`src/hdl/gms_pkg.sv`:
```
package gms_pkg;

    // fixed field widths
    localparam int unsigned SAMPLE_BITS     = 24;
    localparam int unsigned COUNT_BITS      = 9;
    localparam int unsigned MAX_SAMPLES_DEF = 256;

    // cells per group in the first level of the median select tree
    localparam int unsigned GRP_BITS = 4;
    localparam int unsigned GRP_SIZE = 1 << GRP_BITS;

    typedef logic signed [SAMPLE_BITS-1:0] t_sample;

    typedef struct packed {
        t_sample sample;
        logic    last;
    } t_in;

    typedef struct packed {
        t_sample               median;
        logic [COUNT_BITS-1:0] group_count;
        logic                  overflow;
    } t_out;

    // group summary that travels alongside the median select
    typedef struct packed {
        logic [COUNT_BITS-1:0] group_count;
        logic                  overflow;
    } t_tag;

endpackage

```
`src/hdl/gms_cell.sv`:
```
module gms_cell #(
    parameter int unsigned IDX   = 0,
    parameter int unsigned CNT_W = 9
) (
    input  logic                 i_clk,
    input  logic                 i_load,
    input  gms_pkg::t_sample     i_sample,
    input  logic [CNT_W-1:0]     i_fill,
    input  gms_pkg::t_sample     i_left_val,
    input  logic                 i_left_gt,
    output gms_pkg::t_sample     o_val,
    output logic                 o_gt
);

    localparam logic [CNT_W-1:0] MY_IDX = CNT_W'(IDX);

    gms_pkg::t_sample r_val;
    gms_pkg::t_sample n_val;

    // an empty slot counts as larger than any sample
    assign o_gt = (MY_IDX >= i_fill) || (r_val > i_sample);

    // shift up from the left neighbor, or take the new sample at the insert point
    always_comb begin
        n_val = r_val;
        if (o_gt) begin
            n_val = i_left_gt ? i_left_val : i_sample;
        end
    end

    always_ff @(posedge i_clk) begin
        if (i_load) begin
            r_val <= n_val;
        end
    end

    assign o_val = r_val;

endmodule

```
`config.mk`:
```
export PLATFORM = sky130hd
export DESIGN_NAME = gms_cell
export DESIGN_NICKNAME = d
export VERILOG_FILES = /design/src/hdl/gms_pkg.sv /design/src/hdl/gms_cell.sv
export SDC_FILE = /design/constraint.sdc
export NUM_CORES = 1
export LEC_CHECK = 0
export BUFFER_PORTS_ARGS = -buffer_cell sky130_fd_sc_hd__buf_2
export CAP_MARGIN = 40
export CORE_MARGIN = 2
export CORE_UTILIZATION = 45
export DETAILED_ROUTE_END_ITERATION = 16
export PLACE_DENSITY = 0.8
export SYNTH_ARGS = -nofsm -noshare
export SYNTH_HDL_FRONTEND = slang
export SYNTH_SLANG_ARGS = --single-unit
```
`constraint.sdc`:
```
create_clock -name i_clk -period 4.05 [get_ports i_clk]
set_clock_uncertainty 0.1 [all_clocks]
set_input_delay 0.81 -clock i_clk [delete_from_list [all_inputs] [get_ports i_clk]]
set_output_delay 0.81 -clock i_clk [all_outputs]
set_load 0.005 [all_outputs]
```
Word level (Yosys, flattened, before mapping)
Cells that the tools add are included.
{ "word_totals": {"reg_bits": 24, "in_bits": 60, "out_inout_bits": 25} }
{ "op_classes": {"n_lt_le_gt_ge": 2, "muxes": 1, "n_reduce_logical": 2} }
{ "ops": {"columns": ["cell", "n"], "rows": [
  ["$gt 24x24->1", 1],
  ["$mux 24", 1],
  ["$ge 1x9->1 const A", 1],
  ["$reduce_and 2->1", 1],
  ["$logic_or 1x1->1", 1]
]} }

Longest topological paths before layout
Gate-level depths: netlist of run 1.
{ "logic_depth": {"ltp_word": 3, "depth_mapped": 8, "mapped_depth_nobuf": 8} }

Worst setup path after synthesis of run 1
No wires, ideal clock.
{ "synth_path": {"path_type": "input-to-reg", "startpoint": "input i_sample[23]", "endpoint": "register r_val[0] (netlist: o_val[0]) (enable)", "setup_time_ns": 0.389, "t_arrival_ns": 2.916, "t_required_ns": 3.561, "slack_ns": 0.645, "cell_stages": 8, "cell_sequence": "inv_1 ha_1 nand4_2 nor4_4 o211ai_1 nand4b_1 mux2_4 a21boi_2"} }
{ "synth_between": {"elab_chain_cells": 3} }
{ "synth_rtl": {"columns": ["item", "line", "text"], "rows": [
  ["from (decl)", "gms_cell.sv:7", "input gms_pkg::t_sample i_sample,"],
  ["$gt 24x24->1", "gms_cell.sv:21", "assign o_gt = (MY_IDX >= i_fill) || (r_val > i_sample);"],
  ["$logic_or 1x1->1", "gms_cell.sv:21", null],
  ["$reduce_and 2->1 (no line)", null, null],
  ["to (signal assigned)", "gms_cell.sv:33", "r_val <= n_val;"],
  ["to (decl)", "gms_cell.sv:17", "gms_pkg::t_sample r_val;"]
]} }
Every way passes these cells.
A chain may end at the register's enable or synchronous reset.

Final worst setup path of run 1
{ "layout_path": {"startpoint": "input i_sample[23]", "endpoint": "output o_gt"} }
{ "layout_between": {"elab_chain_cells": 2} }
{ "layout_rtl": {"columns": ["item", "line", "text"], "rows": [
  ["$gt 24x24->1", "gms_cell.sv:21", null],
  ["$logic_or 1x1->1", "gms_cell.sv:21", null],
  ["to (decl)", "gms_cell.sv:12", "output logic o_gt"]
]} }
Every way passes these cells.

==> results.py, run 1 <==
metrics = {
    "drt": {
        "initialDrtViolationCount": 31,
        "drt-pass1-iter-count": 4,
        "avgRoutedWirePerCell_um": 11.9,
        "drc": 0,
        "vias": 1493,
        "routed_via_density": 5.01,
        "wl_um": 3540,
        "ant_nets": 0,
    },
    "synth": {
        "ys_types": 25,
        "synth_top_family_by_area": "adder cells",
        "ys.warnings.count": 0,
        "synth_compound_area_share_pct": 14.7,
        "synth-simple-area-share_pct": 14.4,
        "syn_avg_cell_area_um2": 9.65,
        "syn_area_um2": 1630,
        "syn-num-nets": 253,
        "synth_xor_area_share_pct": 0,
        "synthCells": 169,
        "ys_seq_area_share_pct": 44.2,
        "ys_ff_latch": 24,
        "synthAdderAreaFrac_pct": 18.4,
        "synth.mux.area_fraction_pct": 1.61,
    },
    "global_route": {
        "antenna_found_initial": 0,
        "grt_pass1_vias": 1452,
        "grt.overflow.total": 0,
        "grt_max_degree": 48,
        "grt_first_pass_wirelength_um": 5780,
        "track_usage_pct": 17.5,
    },
    "timing": {
        "rsz0062_at_grt": "false",
        "tns_ns": 0,
        "final-setup-viol-count": 0,
        "maxSlewViolCount": 0,
        "whs_ns": 0.660,
        "hold_viol": 0,
        "fin_crit_sh_pct": 85.4,
        "tightest_slew_ns": 0.702,
        "relSlewSlack_pct": 53.2,
        "fmax_mhz": 289,
        "min_period_ns": 3.46,
        "fin_ws_ns": 0.591,
    },
    "power": {
        "power_leakage_nw": 1.09,
        "p_per_area_nw_per_um2": 282,
        "peakVddDrop_uv": 199,
    },
    "clock_network": {
        "cts_setup_buffers": 0,
        "cts-root-buf": "clkbuf_4",
        "cts_htree_levels": 1,
        "path_clk_slew_ns": 0.13,
        "cts_resized": 0,
        "clockBufferDepth": 2,
        "cts_tree": "built",
        "cts.hold.buffers_added": 0,
        "cts_sinks": 24,
        "clock_latency_ns": 0.31,
        "cts_made_buffers": 3,
    },
    "finish": {
        "fin_nets": 338,
        "seqCellArea_um2": 721,
        "stdcell_count": 298,
        "drive_gt1_share_pct": 37.3,
        "multi_input_area_um2": 802,
        "post-route-util_pct": 62.1,
        "num_antenna_cells": 0,
        "fillers": 315,
        "area_delta_synth_final_pct": 30.0,
        "largest_register_ffs": 24,
    },
    "critical_path": {
        "cp_max_fo": 4,
        "required_ns": 3.14,
        "criticalPathCategory": "input port to primary output",
        "arrival_ns": 2.55,
        "r2r_slack_ns": 1.30,
        "endpoint_kind": "primary output",
        "cp-start-kind": "input port",
    },
    "floorplanning": {
        "die_y_um": 64.2,
        "initial_core_util_pct": 47.8,
        "rows": 21,
        "ios": 85,
        "dieWidth_um": 64.2,
        "die-area_um2": 4120,
        "design.core.area_um2": 3420,
    },
    "flow_run": {
        "cap_violations": 0,
    },
    "worst_hold_path": {
        "min_path_type": "input port to flop",
    },
    "placement": {
        "pre_cts_ws_ns": 0.589,
        "hpwl_um": 2850,
        "dp.cells": 295,
        "port_buffers": 84,
        "gp_congestion": 0.764,
    },
    "status": {
        "status": "finished, final reports clean",
    },
}
-- power by group --
group	internal, mW	switching, mW
clock	0.0348	0.0704
combinational	0.0820	0.0915
sequential	0.306	0.0119
total	0.423	0.174
-- worst max-delay path, stage by stage --
cell and delay [ns]:
buf_2 0.07, inv_1 0.04, ha_1 0.34, nand4_2 0.18, nor4_4 0.35, o211ai_1 0.13, nand4b_1 0.13, mux2_4 0.32
nand2_1 0.06, buf_2 0.10
-- kinds of logic after synthesis --
kind of cell               count (synthesis)
AOI/OAI and AO/OA                         43
and+or+nand+nor                           47
DFF                                       24
adders and majority gates                 24
buffers and inverters                     29
muxes                                      2
-- cell usage in the layout (no fill, tap or decap), types with 2 or more instances in the layout --
master    count
a21o_1        2
a21oi_1       9
buf_2        84
clkbuf_4      3
edfxtp_1     24
ha_1         24
inv_1        24
nand2_1      30
nand3_1       3
nand4_1       3
nand4_2       2
nor2_1        3
nor3_1        2
o21ai_0      26
-- final cells by class --
class,count,area share [%]
clock buffers,3,1.06
inverters,24,4.25
multi-input cells,116,37.8
flip-flops and latches,24,34.0
well taps,46,2.71
repair buffers,85,20.2
-- layer usage --
| metal | global-route usage [%] | vias to the layer above | wire length [um] |
|---|---|---|---|
| met5 | 0 | - | 0 |
| met4 | 5.85 | 0 | 44 |
| met3 | 2.46 | 7 | 220 |
| met2 | 31.3 | 52 | 1760 |
| met1 | 21.7 | 666 | 1510 |
| li1 | - | 768 | - |
-- per-stage QoR --
step / area [um^2] / total power [mW]
after CTS: 2120 / 0.603
after floorplan: 1630 / 0.422
final: 2120 / 0.597
after global routing: 2120 / 0.639
after detailed placement: 2100 / 0.499
after global placement: 2100 / 0.494
-- cell usage after synthesis --
| library cell | n | area [um^2] |
|---|---|---|
| mux2_2 | 1 | 11.3 |
| a221oi_1 | 1 | 8.76 |
| nor2_1 | 3 | 11.3 |
| o21ai_0 | 26 | 130 |
| nor3_1 | 2 | 10.0 |
| nand2_1 | 30 | 113 |
| inv_1 | 24 | 90.1 |
| nand4b_1 | 1 | 8.76 |
| o211a_1 | 1 | 10.0 |
| a21o_1 | 2 | 15.0 |
| mux2_4 | 1 | 15.0 |
| a22oi_1 | 1 | 7.51 |
| o21ai_1 | 1 | 5.00 |
| a21oi_1 | 9 | 45.0 |
| nand4_2 | 2 | 25.0 |
| clkbuf_1 | 5 | 18.8 |
| a21boi_2 | 1 | 11.3 |
| edfxtp_1 | 24 | 721 |
| nor2b_1 | 1 | 6.26 |
| ha_1 | 24 | 300 |
| nand4_1 | 3 | 18.8 |
| nor4_1 | 1 | 6.26 |
| o211ai_1 | 1 | 7.51 |
| nor4_4 | 1 | 21.3 |
| nand3_1 | 3 | 15.0 |
-- worst paths after layout --
kind                                     startpoint                   to  cells past startpoint
worst max-delay path                   i_sample[23]                 o_gt                     10
worst min-delay path                 i_left_val[23]  o_val[23]$_DFFE_PP_                      3
worst max register to register  o_val[23]$_DFFE_PP_   o_val[1]$_DFFE_PP_                      8
worst min register to register  o_val[23]$_DFFE_PP_  o_val[11]$_DFFE_PP_                      4
No activity file was read; power rests on OpenSTA's default activity.
==> run 2: changes to the inputs <==
--- a/config.mk
+++ b/config.mk
@@ -5,10 +5,10 @@
 export SDC_FILE = /design/constraint.sdc
 export NUM_CORES = 1
 export LEC_CHECK = 0
+export ABC_AREA = 1
 export BUFFER_PORTS_ARGS = -buffer_cell sky130_fd_sc_hd__buf_2
-export CAP_MARGIN = 40
 export CORE_MARGIN = 2
-export CORE_UTILIZATION = 45
+export CORE_UTILIZATION = 46
 export DETAILED_ROUTE_END_ITERATION = 16
 export PLACE_DENSITY = 0.8
 export SYNTH_ARGS = -nofsm -noshare
==> results.py, run 2 <==
metrics = {
    "clock_network": {
        "cts_setup_buffers": 0,
        "path_clk_slew_ns": 0.09,
        "cts-root-buf": "clkbuf_8",
        "cts_made_buffers": 3,
        "cts_tree": "built",
        "clock_latency_ns": 0.26,
        "cts_resized": 0,
        "cts_sinks": 24,
        "cts_htree_levels": 1,
        "cts.hold.buffers_added": 0,
        "clockBufferDepth": 2,
    },
    "synth": {
        "ys_types": 25,
        "synth_edf_count": 24,
        "yosysTopAreaCellShare_pct": 42.0,
        "synth_area_leaders": "edfxtp_1 42%, ha_1 18%, nand2_1 11%, inv_1 7.2%, o21ai_0 6.7%",
        "syn-num-nets": 282,
        "synth.largest_area_cell": "edfxtp_1",
        "ys_ff_latch": 24,
        "syn_avg_cell_area_um2": 8.66,
        "synthCells": 198,
        "synth_commonest_cells": "51 x nand2_1, 33 x inv_1, 24 x edfxtp_1, 24 x ha_1, 23 x o21ai_0",
        "synth.most_common_cell": "nand2_1",
        "syn_area_um2": 1720,
        "ys.warnings.count": 0,
        "async_flop_share_pct": 0,
        "ys.flop_type": "edfxtp_1",
        "ys_seq_area_share_pct": 42.0,
    },
    "floorplanning": {
        "die_y_um": 65.1,
        "initial_core_util_pct": 47.2,
        "dieWidth_um": 65.1,
        "die-area_um2": 4230,
        "rows": 22,
        "design.core.area_um2": 3630,
        "ios": 85,
    },
    "critical_path": {
        "cp_max_fo": 2,
        "reg2reg_from": "o_val[15]$_DFFE_PP_",
        "cp-start-kind": "input port",
        "arrival_ns": 2.15,
        "worst_r2r_path_depth": 10,
        "required_ns": 3.14,
        "r2r_end": "o_val[7]$_DFFE_PP_",
        "endpoint_kind": "primary output",
        "criticalPathCategory": "input port to primary output",
        "r2r_slack_ns": 1.48,
    },
    "power": {
        "seqPwrFrac_pct": 49.0,
        "total_power_mw": 0.662,
        "p_per_area_nw_per_um2": 298,
        "p_switching_mw": 0.196,
        "switching_share_pct": 29.7,
        "p_int_mw": 0.466,
        "peakVddDrop_uv": 172,
        "clkPwrFrac_pct": 21.1,
        "power_frac_comb_pct": 29.9,
        "power_leakage_nw": 1.21,
    },
    "drt": {
        "vias": 1519,
        "drc": 0,
        "drt-pass1-iter-count": 4,
        "wl_um": 3560,
        "routed_via_density": 4.62,
        "ant_nets": 0,
        "initialDrtViolationCount": 38,
        "avgRoutedWirePerCell_um": 10.8,
    },
    "timing": {
        "tightest_slew_ns": 0.685,
        "fmax_mhz": 326,
        "maxSlewViolCount": 0,
        "hold_viol": 0,
        "fin_crit_sh_pct": 75.6,
        "min_period_ns": 3.06,
        "rsz0062_at_grt": "false",
        "final-setup-viol-count": 0,
        "relSlewSlack_pct": 54.3,
        "fin_ws_ns": 0.987,
        "tns_ns": 0,
    },
    "global_route": {
        "grt.overflow.total": 0,
        "grt_first_pass_wirelength_um": 5910,
        "antenna_found_initial": 0,
        "track_usage_pct": 17.8,
        "grt_max_degree": 48,
        "grt_pass1_vias": 1448,
    },
    "placement": {
        "gp_congestion": 0.739,
        "port_buffers": 84,
        "place_area_um2": 2180,
        "hpwl_um": 2940,
        "pre_cts_ws_ns": 0.938,
    },
    "finish": {
        "layout_common_cells": "84 x buf_2, 51 x nand2_1, 33 x inv_1, 24 x ha_1, 24 x edfxtp_1",
        "fin_area_um2": 2220,
        "fillers": 371,
        "largest_register_ffs": 24,
        "fin_nets": 367,
        "layout_commonest_cell": "buf_2",
        "drive_gt1_share_pct": 35.6,
        "area_delta_synth_final_pct": 29.7,
        "num_antenna_cells": 0,
    },
    "worst_hold_path": {
        "min_path_type": "input port to flop",
        "worstHoldPathCells": 3,
        "min_to": "o_val[21]$_DFFE_PP_",
        "min_from": "i_left_val[21]",
    },
    "flow_run": {
        "cap_violations": 0,
    },
    "status": {
        "status": "finished, final reports clean",
    },
}
==> run 2: layout make-up <==
type                            count  area (um^2)  share of cell area, %
Inverter                           36          135                   6.07
Tap cell                           48         60.1                   2.70
Clock buffer                        3         41.3                   1.86
Multi-Input combinational cell    133          840                   37.7
Timing Repair Buffer               85          428                   19.2
Sequential cell                    24          721                   32.4
==> run 2: power groups by stage <==
stage               logic, mW  clock network (mW)  registers, mW
global placement        0.196                   0          0.330
detailed placement      0.201                   0          0.331
CTS                     0.202               0.142          0.325
global route            0.229               0.153          0.329
floorplan               0.115                   0          0.333
finish                  0.198               0.140          0.325
==> run 2: layer usage <==
metal	vias up	global-route usage [%]	wire length [um]
li1	818	-	-
met3	2	2.78	282
met5	-	0	0
met2	57	33.6	1750
met4	0	3.13	8
met1	642	21.4	1520
==> run 2: worst max path at each step <==
| stage | startpoint | end | slack, ns | cells past startpoint |
|---|---|---|---|---|
| 6_report | i_sample[15] | o_gt | 0.99 | 13 |
| 5_1_grt | i_sample[23] | o_gt | 0.85 | 13 |
| 4_1_cts | i_sample[15] | o_gt | 0.97 | 13 |
| 3_5_place_dp | i_sample[15] | o_val[10]$_DFFE_PP_ | 0.94 | 12 |
| 3_3_place_gp | i_sample[23] | o_val[23]$_DFFE_PP_ | 0.96 | 12 |
| 2_1_floorplan | i_sample[15] | o_val[0]$_DFFE_PP_ | 1.04 | 10 |
==> run 2: worst max-delay path, stage by stage <==
cell	delay, ns
buf_2	0.07
inv_1	0.05
ha_1	0.30
nand2_1	0.08
nor2_2	0.19
nand4_4	0.11
nor2_4	0.11
nand2_2	0.06
nand3_1	0.06
nand2_1	0.06
nand3_2	0.07
nand2_1	0.06
buf_2	0.13
==> run 2: logic make-up after synthesis <==
| group | share of synthesized area [%] |
|---|---|
| fa+ha+maj | 17.5 |
| compound gates | 10.7 |
| flops | 42.0 |
| simple gates | 20.1 |
| mux | 0.656 |
| buf+inv | 9.04 |
==> run 2: through the flow <==
stage | cells | hold WS [ns] | utilization (%)
detailed placement | 326 | 0.994 | 60.1
global placement | 326 | 0.985 | 60.1
global route | 329 | 0.725 | 61.2
CTS | 329 | 0.720 | 61.2
floorplan | 198 | 0.897 | -
finish | 329 | 0.722 | 61.2
==> run 3: changes to the inputs <==
--- a/config.mk
+++ b/config.mk
@@ -5,12 +5,12 @@
 export SDC_FILE = /design/constraint.sdc
 export NUM_CORES = 1
 export LEC_CHECK = 0
-export ABC_AREA = 1
+export ABC_AREA = 0
 export BUFFER_PORTS_ARGS = -buffer_cell sky130_fd_sc_hd__buf_2
 export CORE_MARGIN = 2
-export CORE_UTILIZATION = 46
+export CORE_UTILIZATION = 41
 export DETAILED_ROUTE_END_ITERATION = 16
-export PLACE_DENSITY = 0.8
+export PLACE_DENSITY = 0.77
 export SYNTH_ARGS = -nofsm -noshare
 export SYNTH_HDL_FRONTEND = slang
 export SYNTH_SLANG_ARGS = --single-unit
==> constraint.sdc (replaced) <==
create_clock -name i_clk -period 2.8 [get_ports i_clk]
set_clock_uncertainty 0.1 [all_clocks]
set_input_delay 0.56 -clock i_clk [delete_from_list [all_inputs] [get_ports i_clk]]
set_output_delay 0.56 -clock i_clk [all_outputs]
set_load 0.005 [all_outputs]
==> results.py, run 3 (synthesis results as in run 1) <==
metrics = {
    "critical_path": {
        "arrival_ns": 2.23,
        "endpoint_kind": "primary output",
        "cp-start-kind": "flop",
        "r2r_slack_ns": 0,
        "required_ns": 2.14,
        "criticalPathCategory": "flop to primary output",
        "cp_max_fo": 3,
    },
    "global_route": {
        "track_usage_pct": 17.5,
        "grt_max_degree": 48,
        "grt_first_pass_wirelength_um": 5930,
        "grt.overflow.total": 0,
        "grt_pass1_vias": 1362,
        "antenna_found_initial": 0,
    },
    "finish": {
        "layout_common_cells": "84 x buf_2, 30 x nand2_1, 26 x o21ai_0, 24 x edfxtp_1, 17 x inv_1",
        "area_delta_synth_final_pct": 51.2,
        "seqCellArea_um2": 721,
        "layout_commonest_cell": "buf_2",
        "fillers": 323,
        "num_antenna_cells": 0,
        "largest_register_ffs": 24,
        "fin_nets": 351,
        "drive_gt1_share_pct": 47.2,
        "post-route-util_pct": 65.9,
        "multi_input_area_um2": 965,
    },
    "clock_network": {
        "clock_latency_ns": 0.27,
        "cts_sinks": 24,
        "cts-root-buf": "clkbuf_8",
        "cts.hold.buffers_added": 0,
        "path_clk_slew_ns": 0.09,
        "cts_made_buffers": 3,
        "clockBufferDepth": 2,
        "cts_tree": "built",
        "cts_htree_levels": 1,
    },
    "timing": {
        "final-setup-viol-count": 7,
        "rsz0062_at_grt": "true",
        "maxSlewViolCount": 0,
        "hold_viol": 0,
        "min_period_ns": 2.89,
        "fmax_mhz": 346,
        "whs_ns": 0.457,
        "tns_ns": -0.0931,
        "fin_crit_sh_pct": 103,
        "relSlewSlack_pct": 54.2,
        "fin_ws_ns": -0.0872,
        "tightest_slew_ns": 0.686,
    },
    "status": {
        "violations": "setup timing",
        "status": "finished, violations left",
    },
    "drt": {
        "drt-pass1-iter-count": 4,
        "avgRoutedWirePerCell_um": 12.9,
        "vias": 1530,
        "initialDrtViolationCount": 76,
        "drc": 0,
        "routed_via_density": 4.89,
        "wl_um": 4030,
        "ant_nets": 0,
    },
    "placement": {
        "pre_cts_ws_ns": -0.102,
        "port_buffers": 84,
        "gp_congestion": 0.720,
        "hpwl_um": 3010,
    },
    "floorplanning": {
        "dieWidth_um": 67.1,
        "initial_core_util_pct": 43.6,
        "die_y_um": 67.1,
        "design.core.area_um2": 3740,
        "ios": 85,
        "rows": 22,
        "die-area_um2": 4500,
    },
    "worst_hold_path": {
        "min_path_type": "input port to flop",
    },
    "flow_run": {
        "cap_violations": 0,
    },
    "power": {
        "p_per_area_nw_per_um2": 418,
        "power_leakage_nw": 1.18,
        "peakVddDrop_uv": 261,
        "total_power_mw": 1.03,
    },
}
==> run 3: cell types whose count changed in the layout (fill, tap and decap cells not counted), sizes merged, moves of 2 or more <==
cell	before	now
nand2	54	30
clkbuf	3	5
buf	85	96
nand4	3	5
nor2	10	3
o21ai	24	27
inv	35	24
==> run 3: per-stage QoR <==
step / instance area, um^2 / cells
after floorplan: 1810 / 169
after global placement: 2330 / 302
after detailed placement: 2330 / 302
after CTS: 2400 / 309
after global routing: 2470 / 313
final: 2470 / 313
==> run 3: where the power goes <==
group / total (mW) / internal, mW / switching, mW
Clock: 0.215 / 0.0967 / 0.118
Sequential: 0.469 / 0.444 / 0.0253
Combinational: 0.348 / 0.188 / 0.160
==> run 3: what timing repair did <==
| item | 4_1_cts | 5_1_grt |
|---|---|---|
| pin swaps | 4 | 3 |
| endpoints found under the hold margin | 0 | 0 |
| resized for setup | 0 | 0 |
| cloned | 0 | 3 |
| setup endpoints to repair | 1 | 23 |
| setup buffers | 4 | 1 |
==> run 3: final timing paths <==
path,from,to,cells after the start
worst min-delay path,i_left_val[23],o_val[23]$_DFFE_PP_,3
worst max register to register,o_val[9]$_DFFE_PP_,o_val[16]$_DFFE_PP_,9
worst max-delay path,o_val[9]$_DFFE_PP_,o_gt,8
worst min register to register,o_val[23]$_DFFE_PP_,o_val[19]$_DFFE_PP_,6
==> run 3: routing by layer <==
| metal | wire, um | vias up | global-route usage [%] |
|---|---|---|---|
| met5 | 0 | - | 0 |
| met4 | 53 | 0 | 6.12 |
| met3 | 280 | 5 | 3.21 |
| met2 | 1890 | 55 | 28.5 |
| met1 | 1810 | 676 | 23.2 |
| li1 | - | 794 | - |
==> run 3: area by class of cell <==
| class | count | share of cell area, % |
|---|---|---|
| timing repair buffer | 98 | 23.4 |
| sequential | 24 | 29.2 |
| multi-input combinational | 116 | 39.1 |
| clock buffer | 3 | 1.67 |
| inverter | 24 | 4.16 |
| tap | 48 | 2.44 |
==> run 3: critical path: stages, from the launching register on <==
cell and delay [ns]:
edfxtp_1 0.44, ha_4 0.29, nand4_1 0.14, nor4_4 0.34, o211ai_1 0.14, nand4b_1 0.12, mux2_4 0.32, nand2_1 0.06
buf_2 0.10
